--- src/rtl/nscr_pkg.sv ---
// Package: shared constants, controller/datapath command and status types, hex helper.
`default_nettype none
package nscr_pkg;

    localparam int RX_W  = 8;
    localparam int LEN_W = 6;

    localparam logic [RX_W-1:0] CH_START = 8'h24;
    localparam logic [RX_W-1:0] CH_CR    = 8'h0D;
    localparam logic [RX_W-1:0] CH_STAR  = 8'h2A;
    localparam int              TRAILER  = 3;

    typedef struct packed {
        logic store;
        logic idx_clear;
        logic chk_start;
        logic rd_en;
        logic chk_eval;
        logic cnt_clear;
        logic cnt_inc;
        logic out_load;
    } nscr_cmd_t;

    typedef struct packed {
        logic is_start;
        logic is_cr;
        logic frame_long;
        logic chk_last;
        logic sum_ok;
        logic em_last;
        logic out_free;
    } nscr_stat_t;

    function automatic logic [RX_W-1:0] hex_upper(input logic [3:0] nib);
        logic [RX_W-1:0] ch;
        if (nib < 4'd10)
            ch = 8'h30 + {4'd0, nib};
        else
            ch = 8'h41 + {4'd0, nib} - 8'd10;
        return ch;
    endfunction

endpackage
`default_nettype wire

--- src/rtl/nscr_if.sv ---
// Interfaces: received byte channel and body result channel.
`default_nettype none
interface nscr_in_if
    import nscr_pkg::*;
();
    logic            valid;
    logic            ready;
    logic [RX_W-1:0] rx_byte;

    modport source (output valid, output rx_byte, input ready);
    modport sink   (input valid, input rx_byte, output ready);
endinterface

interface nscr_out_if
    import nscr_pkg::*;
();
    logic             valid;
    logic             ready;
    logic [RX_W-1:0]  body_byte;
    logic [LEN_W-1:0] body_length;
    logic             is_last;

    modport source (output valid, output body_byte, output body_length, output is_last,
                    input ready);
    modport sink   (input valid, input body_byte, input body_length, input is_last,
                    output ready);
endinterface
`default_nettype wire

--- src/rtl/nmea_sentence_checksum_receiver_core.sv ---
// Top level: NMEA sentence checksum receiver core.
// Channels: rx (sink) takes one received byte per request; body (source)
// gives one body byte per request with the body length and a last marker.
// Ordinary bytes and '$' are taken in the idle state; rx stays ready.
// A carriage return on more than three stored bytes starts a checksum walk
// over the buffer, a read state and an evaluate state per byte, set by the
// single read port of the sentence buffer; rx is not ready during the walk.
// On a checksum match the body is read back out, each byte through a read
// state and a load state; rx stays not ready until the last body byte is
// loaded into the output register.
// A held output register stalls emission; a byte may be taken on rx while
// the final result still waits on body.
// Reset clears the write index, the controller and the output valid;
// the buffer needs no clearing.
`default_nettype none
module nmea_sentence_checksum_receiver_core
    import nscr_pkg::*;
#(
    parameter int MAX_LEN = 64
) (
    input  wire logic   clk,
    input  wire logic   rst_n,
    nscr_in_if.sink     rx,
    nscr_out_if.source  body
);

    nscr_cmd_t  cmd;
    nscr_stat_t stat;

    nscr_ctrl u_ctrl (
        .clk      (clk),
        .rst_n    (rst_n),
        .in_valid (rx.valid),
        .in_ready (rx.ready),
        .stat     (stat),
        .cmd      (cmd)
    );

    nscr_dp #(
        .MAX_LEN (MAX_LEN)
    ) u_dp (
        .clk         (clk),
        .rst_n       (rst_n),
        .rx_byte     (rx.rx_byte),
        .cmd         (cmd),
        .stat        (stat),
        .out_ready   (body.ready),
        .out_valid   (body.valid),
        .body_byte   (body.body_byte),
        .body_length (body.body_length),
        .is_last     (body.is_last)
    );

endmodule
`default_nettype wire

--- src/rtl/nscr_ram.sv ---
// Generic single-write, single-read RAM with registered read data.
`default_nettype none
module nscr_ram #(
    parameter int WIDTH = 8,
    parameter int DEPTH = 64
) (
    input  wire logic                     clk,
    input  wire logic                     wr_en,
    input  wire logic [$clog2(DEPTH)-1:0] wr_addr,
    input  wire logic [WIDTH-1:0]         wr_data,
    input  wire logic                     rd_en,
    input  wire logic [$clog2(DEPTH)-1:0] rd_addr,
    output logic      [WIDTH-1:0]         rd_data
);

    logic [WIDTH-1:0] mem [DEPTH];

    always_ff @(posedge clk)
    begin
        if (wr_en)
        begin
            mem[wr_addr] <= wr_data;
        end
        if (rd_en)
        begin
            rd_data <= mem[rd_addr];
        end
    end

endmodule
`default_nettype wire

--- src/rtl/nscr_ctrl.sv ---
// Controller: sequences byte intake, checksum walk and body emission.
`default_nettype none
module nscr_ctrl
    import nscr_pkg::*;
(
    input  wire logic       clk,
    input  wire logic       rst_n,
    input  wire logic       in_valid,
    output logic            in_ready,
    input  wire nscr_stat_t stat,
    output nscr_cmd_t       cmd
);

    localparam logic [2:0] S_IDLE    = 3'd0;
    localparam logic [2:0] S_CHK_RD  = 3'd1;
    localparam logic [2:0] S_CHK_EV  = 3'd2;
    localparam logic [2:0] S_CHK_END = 3'd3;
    localparam logic [2:0] S_EM_RD   = 3'd4;
    localparam logic [2:0] S_EM_LD   = 3'd5;

    logic [2:0] state_reg;
    logic [2:0] state_next;

    always_ff @(posedge clk or negedge rst_n)
    begin
        if (!rst_n)
        begin
            state_reg <= S_IDLE;
        end
        else
        begin
            state_reg <= state_next;
        end
    end

    always_comb
    begin
        state_next = state_reg;
        cmd        = '0;
        in_ready   = 1'b0;
        unique case (state_reg)
            S_IDLE:
            begin
                in_ready = 1'b1;
                if (in_valid)
                begin
                    if (stat.is_start)
                    begin
                        cmd.idx_clear = 1'b1;
                    end
                    else if (stat.is_cr)
                    begin
                        if (stat.frame_long)
                        begin
                            cmd.chk_start = 1'b1;
                            state_next    = S_CHK_RD;
                        end
                        else
                        begin
                            cmd.idx_clear = 1'b1;
                        end
                    end
                    else
                    begin
                        cmd.store = 1'b1;
                    end
                end
            end
            S_CHK_RD:
            begin
                cmd.rd_en  = 1'b1;
                state_next = S_CHK_EV;
            end
            S_CHK_EV:
            begin
                cmd.chk_eval = 1'b1;
                cmd.cnt_inc  = 1'b1;
                state_next   = stat.chk_last ? S_CHK_END : S_CHK_RD;
            end
            S_CHK_END:
            begin
                cmd.cnt_clear = 1'b1;
                if (stat.sum_ok)
                begin
                    state_next = S_EM_RD;
                end
                else
                begin
                    cmd.idx_clear = 1'b1;
                    state_next    = S_IDLE;
                end
            end
            S_EM_RD:
            begin
                cmd.rd_en  = 1'b1;
                state_next = S_EM_LD;
            end
            S_EM_LD:
            begin
                if (stat.out_free)
                begin
                    cmd.out_load = 1'b1;
                    cmd.cnt_inc  = 1'b1;
                    if (stat.em_last)
                    begin
                        cmd.idx_clear = 1'b1;
                        state_next    = S_IDLE;
                    end
                    else
                    begin
                        state_next = S_EM_RD;
                    end
                end
            end
            default:
            begin
                state_next = S_IDLE;
            end
        endcase
    end

endmodule
`default_nettype wire

--- src/rtl/nscr_dp.sv ---
// Datapath: sentence buffer, write index, checksum accumulator and output register.
`default_nettype none
module nscr_dp
    import nscr_pkg::*;
#(
    parameter int MAX_LEN = 64
) (
    input  wire logic              clk,
    input  wire logic              rst_n,
    input  wire logic [RX_W-1:0]   rx_byte,
    input  wire nscr_cmd_t         cmd,
    output nscr_stat_t             stat,
    input  wire logic              out_ready,
    output logic                   out_valid,
    output logic [RX_W-1:0]        body_byte,
    output logic [LEN_W-1:0]       body_length,
    output logic                   is_last
);

    localparam int IW = $clog2(MAX_LEN + 1);
    localparam int AW = $clog2(MAX_LEN);

    logic [IW-1:0]   idx_reg;
    logic [IW-1:0]   idx_next;
    logic [IW-1:0]   idx_eff;
    logic [IW-1:0]   cnt_reg;
    logic [IW-1:0]   len;
    logic [RX_W-1:0] xor_reg;
    logic            ok_reg;
    logic            out_valid_reg;
    logic [RX_W-1:0] rd_data;

    assign idx_eff = (idx_reg == IW'(MAX_LEN)) ? '0 : idx_reg;
    assign len     = idx_reg - IW'(TRAILER);

    always_comb
    begin
        idx_next = idx_reg;
        if (cmd.idx_clear)
        begin
            idx_next = '0;
        end
        else if (cmd.store)
        begin
            idx_next = idx_eff + IW'(1);
        end
    end

    always_ff @(posedge clk or negedge rst_n)
    begin
        if (!rst_n)
        begin
            idx_reg       <= '0;
            out_valid_reg <= 1'b0;
        end
        else
        begin
            idx_reg <= idx_next;
            if (cmd.out_load)
            begin
                out_valid_reg <= 1'b1;
            end
            else if (out_ready)
            begin
                out_valid_reg <= 1'b0;
            end
        end
    end

    always_ff @(posedge clk)
    begin
        if (cmd.chk_start || cmd.cnt_clear)
        begin
            cnt_reg <= '0;
        end
        else if (cmd.cnt_inc)
        begin
            cnt_reg <= cnt_reg + IW'(1);
        end
        if (cmd.chk_start)
        begin
            xor_reg <= '0;
            ok_reg  <= 1'b1;
        end
        else if (cmd.chk_eval)
        begin
            if (cnt_reg < len)
            begin
                xor_reg <= xor_reg ^ rd_data;
            end
            else if (cnt_reg == len)
            begin
                ok_reg <= ok_reg & (rd_data == CH_STAR);
            end
            else if (cnt_reg == len + IW'(1))
            begin
                ok_reg <= ok_reg & (rd_data == hex_upper(xor_reg[7:4]));
            end
            else
            begin
                ok_reg <= ok_reg & (rd_data == hex_upper(xor_reg[3:0]));
            end
        end
        if (cmd.out_load)
        begin
            body_byte   <= rd_data;
            body_length <= LEN_W'(len);
            is_last     <= stat.em_last;
        end
    end

    nscr_ram #(
        .WIDTH (RX_W),
        .DEPTH (MAX_LEN)
    ) u_buf (
        .clk     (clk),
        .wr_en   (cmd.store),
        .wr_addr (idx_eff[AW-1:0]),
        .wr_data (rx_byte),
        .rd_en   (cmd.rd_en),
        .rd_addr (cnt_reg[AW-1:0]),
        .rd_data (rd_data)
    );

    assign stat.is_start   = (rx_byte == CH_START);
    assign stat.is_cr      = (rx_byte == CH_CR);
    assign stat.frame_long = (idx_eff > IW'(TRAILER));
    assign stat.chk_last   = (cnt_reg == idx_reg - IW'(1));
    assign stat.sum_ok     = ok_reg;
    assign stat.em_last    = (cnt_reg == len - IW'(1));
    assign stat.out_free   = !out_valid_reg || out_ready;

    assign out_valid = out_valid_reg;

endmodule
`default_nettype wire
--- src/flat_wrapper.sv ---
// flat-port wrapper written by rule: the top's interface ports become plain ports
module nmea_sentence_checksum_receiver_core_flat import nscr_pkg::*;
#(
    parameter int MAX_LEN = 64
)
  (clk, rst_n, rx_valid, rx_rx_byte, rx_ready, body_valid, body_body_byte, body_body_length, body_is_last, body_ready);
  nscr_in_if rx_i ();
  nscr_out_if body_i ();
  input  wire logic clk;
  input  wire logic rst_n;
  input wire logic [$bits(rx_i.valid)-1:0] rx_valid;
  input wire logic [$bits(rx_i.rx_byte)-1:0] rx_rx_byte;
  output wire logic [$bits(rx_i.ready)-1:0] rx_ready;
  output wire logic [$bits(body_i.valid)-1:0] body_valid;
  output wire logic [$bits(body_i.body_byte)-1:0] body_body_byte;
  output wire logic [$bits(body_i.body_length)-1:0] body_body_length;
  output wire logic [$bits(body_i.is_last)-1:0] body_is_last;
  input wire logic [$bits(body_i.ready)-1:0] body_ready;
  assign rx_i.valid = rx_valid;
  assign rx_i.rx_byte = rx_rx_byte;
  assign rx_ready = rx_i.ready;
  assign body_valid = body_i.valid;
  assign body_body_byte = body_i.body_byte;
  assign body_body_length = body_i.body_length;
  assign body_is_last = body_i.is_last;
  assign body_i.ready = body_ready;
  nmea_sentence_checksum_receiver_core #(.MAX_LEN(MAX_LEN)) u_core (.clk(clk), .rst_n(rst_n), .rx(rx_i), .body(body_i));
endmodule
--- config.mk ---
export PLATFORM = sky130hd
export DESIGN_NAME = nmea_sentence_checksum_receiver_core_flat
export DESIGN_NICKNAME = d
export VERILOG_FILES = /design/src/rtl/nscr_pkg.sv /design/src/rtl/nscr_if.sv /design/src/rtl/nmea_sentence_checksum_receiver_core.sv /design/src/rtl/nscr_ram.sv /design/src/rtl/nscr_ctrl.sv /design/src/rtl/nscr_dp.sv /design/src/flat_wrapper.sv
export SDC_FILE = /design/constraint.sdc
export NUM_CORES = 1
export LEC_CHECK = 0
export ABC_AREA = 1
export BUFFER_PORTS_ARGS = -buffer_cell sky130_fd_sc_hd__buf_2
export CAP_MARGIN = 0
export CORE_MARGIN = 10
export CORE_UTILIZATION = 25
export CTS_BUF_LIST = sky130_fd_sc_hd__clkbuf_8
export DETAILED_ROUTE_END_ITERATION = 6
export SYNTH_ARGS = -nofsm -noshare
export SYNTH_HDL_FRONTEND = slang
export SYNTH_SLANG_ARGS = --single-unit
--- constraint.sdc ---
create_clock -name clk -period 3.4 [get_ports clk]
set_input_delay 0.17 -clock clk [delete_from_list [all_inputs] [get_ports clk]]
set_output_delay 0.17 -clock clk [all_outputs]
set_load 0.02 [all_outputs]
Yosys cells after proc, flatten, opt, wreduce, memory -nomap -nowiden
Memories as Yosys holds them, arrays and structs flattened. A register that Yosys moved wholly into a read port is not among the register bits.
Cells that the tools add are included.
Storage, ports and cells
  bits in registers: 42
  memory bits (writable): 512
  input port bits: 12
  logic and storage cells: 112
  memories: 1
Cells by class
  add/sub/neg operators: 12
  order comparisons: 4
  equality and inequality tests: 20
  mux-type cells: 51
  bitwise operators: 5
  reductions and logical operators: 10
Memory list
  u_core.u_dp.u_buf.mem: words 64, width 8, rd ports 1, clocked after Yosys merged registers in 1, wr ports 1, line nscr_ram.sv:16  | logic [WIDTH-1:0] mem [DEPTH];
Operators by type and width (number)
  two-way mux 8 bit: 12
  == test 7 bit: 4
  two-way mux 3 bit: 8
  two-way mux 1 bit: 22
  adder 7 x 1 -> 7 bit, second input constant: 3
  two-way mux 7 bit: 3
  one-hot mux 3 bit (6 select lines): 1
  adder 7 x 4 -> 8 bit, first input constant: 2
  == test 8 x 6 -> 1 bit, second input constant: 2
  == test 8 bit: 2
  subtractor 8 x 4 -> 8 bit, second input constant: 2
  adder 6 x 4 -> 7 bit, first input constant: 2
  subtractor 7 x 1 -> 7 bit, second input constant: 2
  == test 8 x 4 -> 1 bit, second input constant: 1
  < comparator 4 bit, second input constant: 2
  XOR 8 bit: 1
  == test 7 bit, second input constant: 1
  > comparator 7 x 2 -> 1 bit, second input constant: 1
  < comparator 7 bit: 1
  subtractor 7 x 2 -> 7 bit, second input constant: 1
  == test 3 x 2 -> 1 bit, second input constant: 2
  == test 3 bit, second input constant: 2
  two-way mux 2 bit: 3
  inequality test 2 x 1 -> 1 bit, second input constant: 3
  other kinds (13): 19

Logic depth before layout (Yosys ltp)
  depth in word-level cells: 13
  gate-level depth with buffers: 23
  depth with buffers taken out: 23

By module
From an unflattened synthesis, not the netlist that was laid out.
Unflattened totals
  cell total of the unflattened synthesis: 2258
  area, all modules: 24588.6 µm²
Modules (own cells, without submodules)
  nscr_ram: times used 1, cells each 1805, area each 21419.3 µm²
  nscr_dp: times used 1, cells each 407, area each 2899.0 µm²
  nscr_ctrl: times used 1, cells each 46, area each 270.3 µm²

Least setup slack after synthesis
OpenSTA, ideal clock, no wires.
  kind: flip-flop to flip-flop
  start point: reg u_core.u_dp.cnt_reg[0]
  end point: reg u_core.u_dp.ok_reg
  arrival: 2.634 ns
  required time: 3.288 ns
  slack: 0.654 ns
  stages on the path, launching flop included: 23
  path buffers: 4
  period minus slack after synthesis: 2.746 ns
  cells stage by stage: dfxtp_1 clkbuf_1 clkinv_1 clkbuf_1 buf_2 buf_1 ha_1 nor2_1 nand2_1 nor2_1 nand2_2 nor2_8 nand2_4 nand2_1 nand3_1 nand2_1 nand2_1 nand2_1 nor2_1 nand3_1 nand2_1 nand2_1 nand2_1
On the way
  cells in the longest elaborated chain, start to end: 3
  elaborated cells between the ends (all ways): 7
  classes of those cells: order compare: 1; eq/ne: 2; mux: 2; bitwise: 1; reduce/logical: 1
Ends and longest elaborated chain
  start: declaration: line nscr_dp.sv:26  | logic [IW-1:0] cnt_reg;
  start signal: assignment: line nscr_dp.sv:78  | cnt_reg <= cnt_reg + IW'(1);
  < comparator 7 bit / == test 7 bit (equally long branches): line nscr_dp.sv:87, nscr_dp.sv:95
  inverter 1 bit (no source line) / two-way mux 1 bit (equally long branches)
  AND reduction 2 bit (no source line) / two-way mux 1 bit (equally long branches)
  end signal: assignment: line nscr_dp.sv:93  | ok_reg <= ok_reg & (rd_data == CH_STAR);
  end signal: assignment: line nscr_dp.sv:97  | ok_reg <= ok_reg & (rd_data == hex_upper(xor_reg[7:4]));
  end signal: assignment: line nscr_dp.sv:101  | ok_reg <= ok_reg & (rd_data == hex_upper(xor_reg[3:0]));
  end: declaration: line nscr_dp.sv:29  | logic ok_reg;
Parallel ways exist; a longest one is shown, timed or not.
A chain may end at the register's enable or synchronous reset.

Worst setup path in the final report
  start point: reg u_core.u_dp.idx_reg[1]
  end point: reg u_core.u_dp.idx_reg[3]
On the way
  cells in the longest elaborated chain, start to end: 9
  elaborated cells between the ends (all ways): 17
  classes of those cells: add/sub: 3; order compare: 1; eq/ne: 2; mux: 10; reduce/logical: 1
Ends and longest elaborated chain
  start: declaration: line nscr_dp.sv:23  | logic [IW-1:0] idx_reg;
  start signal: assignment: line nscr_dp.sv:58  | idx_reg <= idx_next;
  parallel branches: the longest is 9 deep, another holds subtractor 7 x 2 -> 7 bit
Parallel ways; which one is timed is not known. The select of a mux whose other input is x is not followed.

==> summary.txt <==
Clk slew on worst S/H paths = 0.06 ns
Synthesized area = 23400 um^2
FF-to-FF setup slack = 0.40 ns
Grt ovf = 0
Syn. warnings = 0
Synth unique cells = 49
Compound-Gate Fraction of Synth Area = 0.116
Vias in the first global route = 15.3k
# fillers = 9586
DR DRC count = 0
Synthesis-to-finish area growth = 14.9%
Slew HR = 0.400
Sink Count = 562
I/O Buffers = 28
Max-cap check violation count = 0
Max reg flops = 512
Outcome = finished, final reports clean
Worst Hold Class = input port to flop
Syn avg cell area = 12.2 um^2
Dpl cell area = 25300 um^2
Die area = 106000 um^2
Hold Path End = u_core.u_dp.u_buf.mem[44][5]$_DFFE_PP_
Critical path launch point = u_core.u_dp.idx_reg[1]$_DFFE_PN0P_
Critical path type = flop to flop
Adder-cell share of the synthesized area = 0.00535
Die Y = 326 um
RSZ-0062 raised after global routing = no
Via density = 4.77
Nature of the critical path endpoint = flop
Tmin final = 3.00 ns
CTS Buf Count = 89
Max IR drop VDD = 0.335 mV
Final slew viol count = 0
Synth Register Bits = 562
Worst-Skew Late Latency = 0.69 ns
Async SR Flop Fraction = 0.0196
Hold path start = rx_rx_byte[5]
CTS resizes = 0
Initial antenna violation count = 3
Dpl ws = -0.101 ns
Largest cells by area after synthesis = edfxtp_1 (69%), o21ai_0 (5.9%), nor2_1 (5.8%)
Syn_nets = 1947
Total Nets Final = 2026
DRT iter0 DRCs = 1527
Vias after detailed routing = 15.9k
Htree depth = 3
R2r worst-path depth = 12
Largest reg by FF count = u_core.u_dp.u_buf.mem
I/O pins = 29
Pwr dens = 752 nW/um^2
Initial Util = 0.252
Fmax = 333 MHz
Post-synthesis mux area share = 0
Routed WL = 65100 um
Rows = 112
Hold-critical path depth = 2
Clock Skews = 0.0283 ns
Die Width = 326 um
WL/cell = 19.6 um
Synth Area in Simple Gates = 0.131
Most frequent cell after synthesis = edfxtp_1
Detail Route Antenna Nets = 0
Static leakage = 8.79 nW
Clock root buffer = clkbuf_8
XOR/XNOR Fraction of Synth Area = 0.00674
Period utilization = 0.884
Endpoints failing setup = 0
TritonCTS clock tree = built
WP data arrival = 3.58 ns
Post-synthesis cell count = 1925
Least-Margin Pin Slew = 0.897 ns
Final Cell Area = 26900 um^2
Clock buffer depth = 3
Worst Path Max Fanout = 9
Yosys top cell area share = 0.686
Wire length of the first global-routing pass = 96800 um
Sequential cell area fraction in the yosys report = 0.712
Reg2reg start = u_core.u_dp.idx_reg[1]$_DFFE_PN0P_
Main combinational cell family by area after synthesis = simple AND/OR/NAND/NOR gates
Worst EP required = 3.98 ns
Area leader, netlist = edfxtp_1
Core box area = 93000 um^2
Drt first pass iters = 5
Post-synth EDFFs = 535
Placed wire-length estimate = 39700 um
Proportion of layout cells with a drive suffix above 1 = 0.127
Worst reg2reg path endpoint = u_core.u_dp.idx_reg[3]$_DFFE_PN0P_
Pin count of the biggest net entering global routing = 134
Top post-synthesis cells by count = edfxtp_1 (535), nor2_1 (364), o21ai_0 (274), nand2_1 (164), clkbuf_1 (94)
GRT Total Usage = 0.118
Fin. Hold Viols = 0
Final WS setup = 0.395 ns
Top_reg_cell synth = edfxtp_1
Routability cong. = 0.861
Critical path startpoint category = flop
==> layout by cell type, fill, tap and decap left out, types with 3 or more instances in the layout <==
cell type / Yosys / final
or2_2: 4 / 4
o211ai_1: 16 / 16
nor2_2: 3 / 4
o221ai_1: 50 / 50
dfrtp_1: 11 / 11
nor2_8: 3 / 3
nor3b_1: 9 / 9
a221o_1: 4 / 4
inv_1: 54 / 81
dlygate4sd3_1: 0 / 3
a31oi_1: 11 / 11
buf_4: 2 / 62
nand2_1: 164 / 164
edfxtp_1: 535 / 535
nor2_1: 364 / 363
nand3_2: 7 / 7
nor3_1: 15 / 15
clkinv_1: 2 / 21
ha_1: 10 / 10
dfxtp_1: 16 / 13
inv_2: 7 / 7
buf_12: 0 / 6
clkbuf_8: 0 / 89
xnor2_1: 7 / 7
clkinv_2: 0 / 17
nand2_2: 14 / 14
nand4_1: 22 / 22
o21ai_0: 274 / 274
nand3_1: 79 / 79
o22ai_1: 82 / 82
buf_2: 8 / 28
a21oi_1: 18 / 18
xor2_1: 11 / 11
==> final cells by class <==
cell class / count / area, um^2 / area share
Sequential cell: 562 / 16700 / 0.620
Multi-Input combinational cell: 1188 / 6060 / 0.225
Tap cell: 1254 / 1570 / 0.0584
Clock buffer: 89 / 1220 / 0.0456
Timing Repair Buffer: 99 / 756 / 0.0281
Clock inverter: 70 / 349 / 0.0130
Inverter: 64 / 251 / 0.00936
Antenna cell: 1 / 2.50 / 0.0000931
==> where the power goes <==
part	switching [mW]	total, mW	internal (mW)	leakage (nW)
Sequential	0.181	8.13	7.95	5.09
Clock	2.72	5.25	2.54	0.917
Combinational	4.86	6.82	1.96	2.78
Total	7.76	20.2	12.4	8.79
==> logic make-up after synthesis <==
family,after synthesis
and+or+nand+nor,697
buffers and inverters,175
xor gates and xnor gates,18
adders and majority gates,10
DFF,562
AOI/OAI and AO/OA,463
==> through the flow <==
| step | utilization | hold slack (ns) | TNS (ns) | power [mW] | std cells |
|---|---|---|---|---|---|
| after global placement | 0.271 | 0.0896 | -0.747 | 15.0 | 3161 |
| after detailed placement | 0.271 | 0.0956 | -0.469 | 15.0 | 3161 |
| after CTS | 0.289 | 0.00776 | 0 | 20.2 | 3325 |
| after floorplan | - | -0.126 | 0 | 12.4 | 1925 |
| final | 0.289 | 0.0651 | 0 | 20.2 | 3327 |
| after global routing | 0.289 | 0.0267 | 0 | 21.3 | 3327 |
==> routing by layer <==
layer | global-route usage | routed length [um]
met5 | 0 | 26
met4 | 0.0334 | 1540
met2 | 0.176 | 28500
met1 | 0.164 | 29300
met3 | 0.0337 | 5820
==> worst max-delay path, cell delays in order, from the launching register on <==
cell and delay [ns]:
dfrtp_1 0.48, inv_2 0.11, ha_1 0.26, nand2_1 0.12, nor2_2 0.07, nor2_4 0.17, nand3_4 0.31, o211ai_1 0.32
buf_4 0.21, nand2_1 0.19, a31oi_1 0.29, nand2_1 0.17, nor3b_1 0.22
==> timing repair <==
action / in CTS / in global routing
hold endpoints to repair: 14 / 0
pin swaps: 1 / 1
setup endpoints to repair: 7 / 1
hold buffers: 3 / 0
buffers inserted: 2 / 1
gates cloned: 0 / 0
==> worst max path at each step <==
stage	end	slack (ns)	depth (start not counted)
after global routing	u_core.u_dp.idx_reg[0]$_DFFE_PN0P_	0.19	12
after CTS	u_core.u_dp.ok_reg$_SDFFE_PP1P_	0.30	18
after floorplan	u_core.u_dp.ok_reg$_SDFFE_PP1P_	0.65	22
final	u_core.u_dp.idx_reg[3]$_DFFE_PN0P_	0.40	12
after global placement	u_core.u_dp.idx_reg[3]$_DFFE_PN0P_	-0.14	11
after detailed placement	u_core.u_dp.idx_reg[0]$_DFFE_PN0P_	-0.10	11
Power figures use the tool's default switching activity.
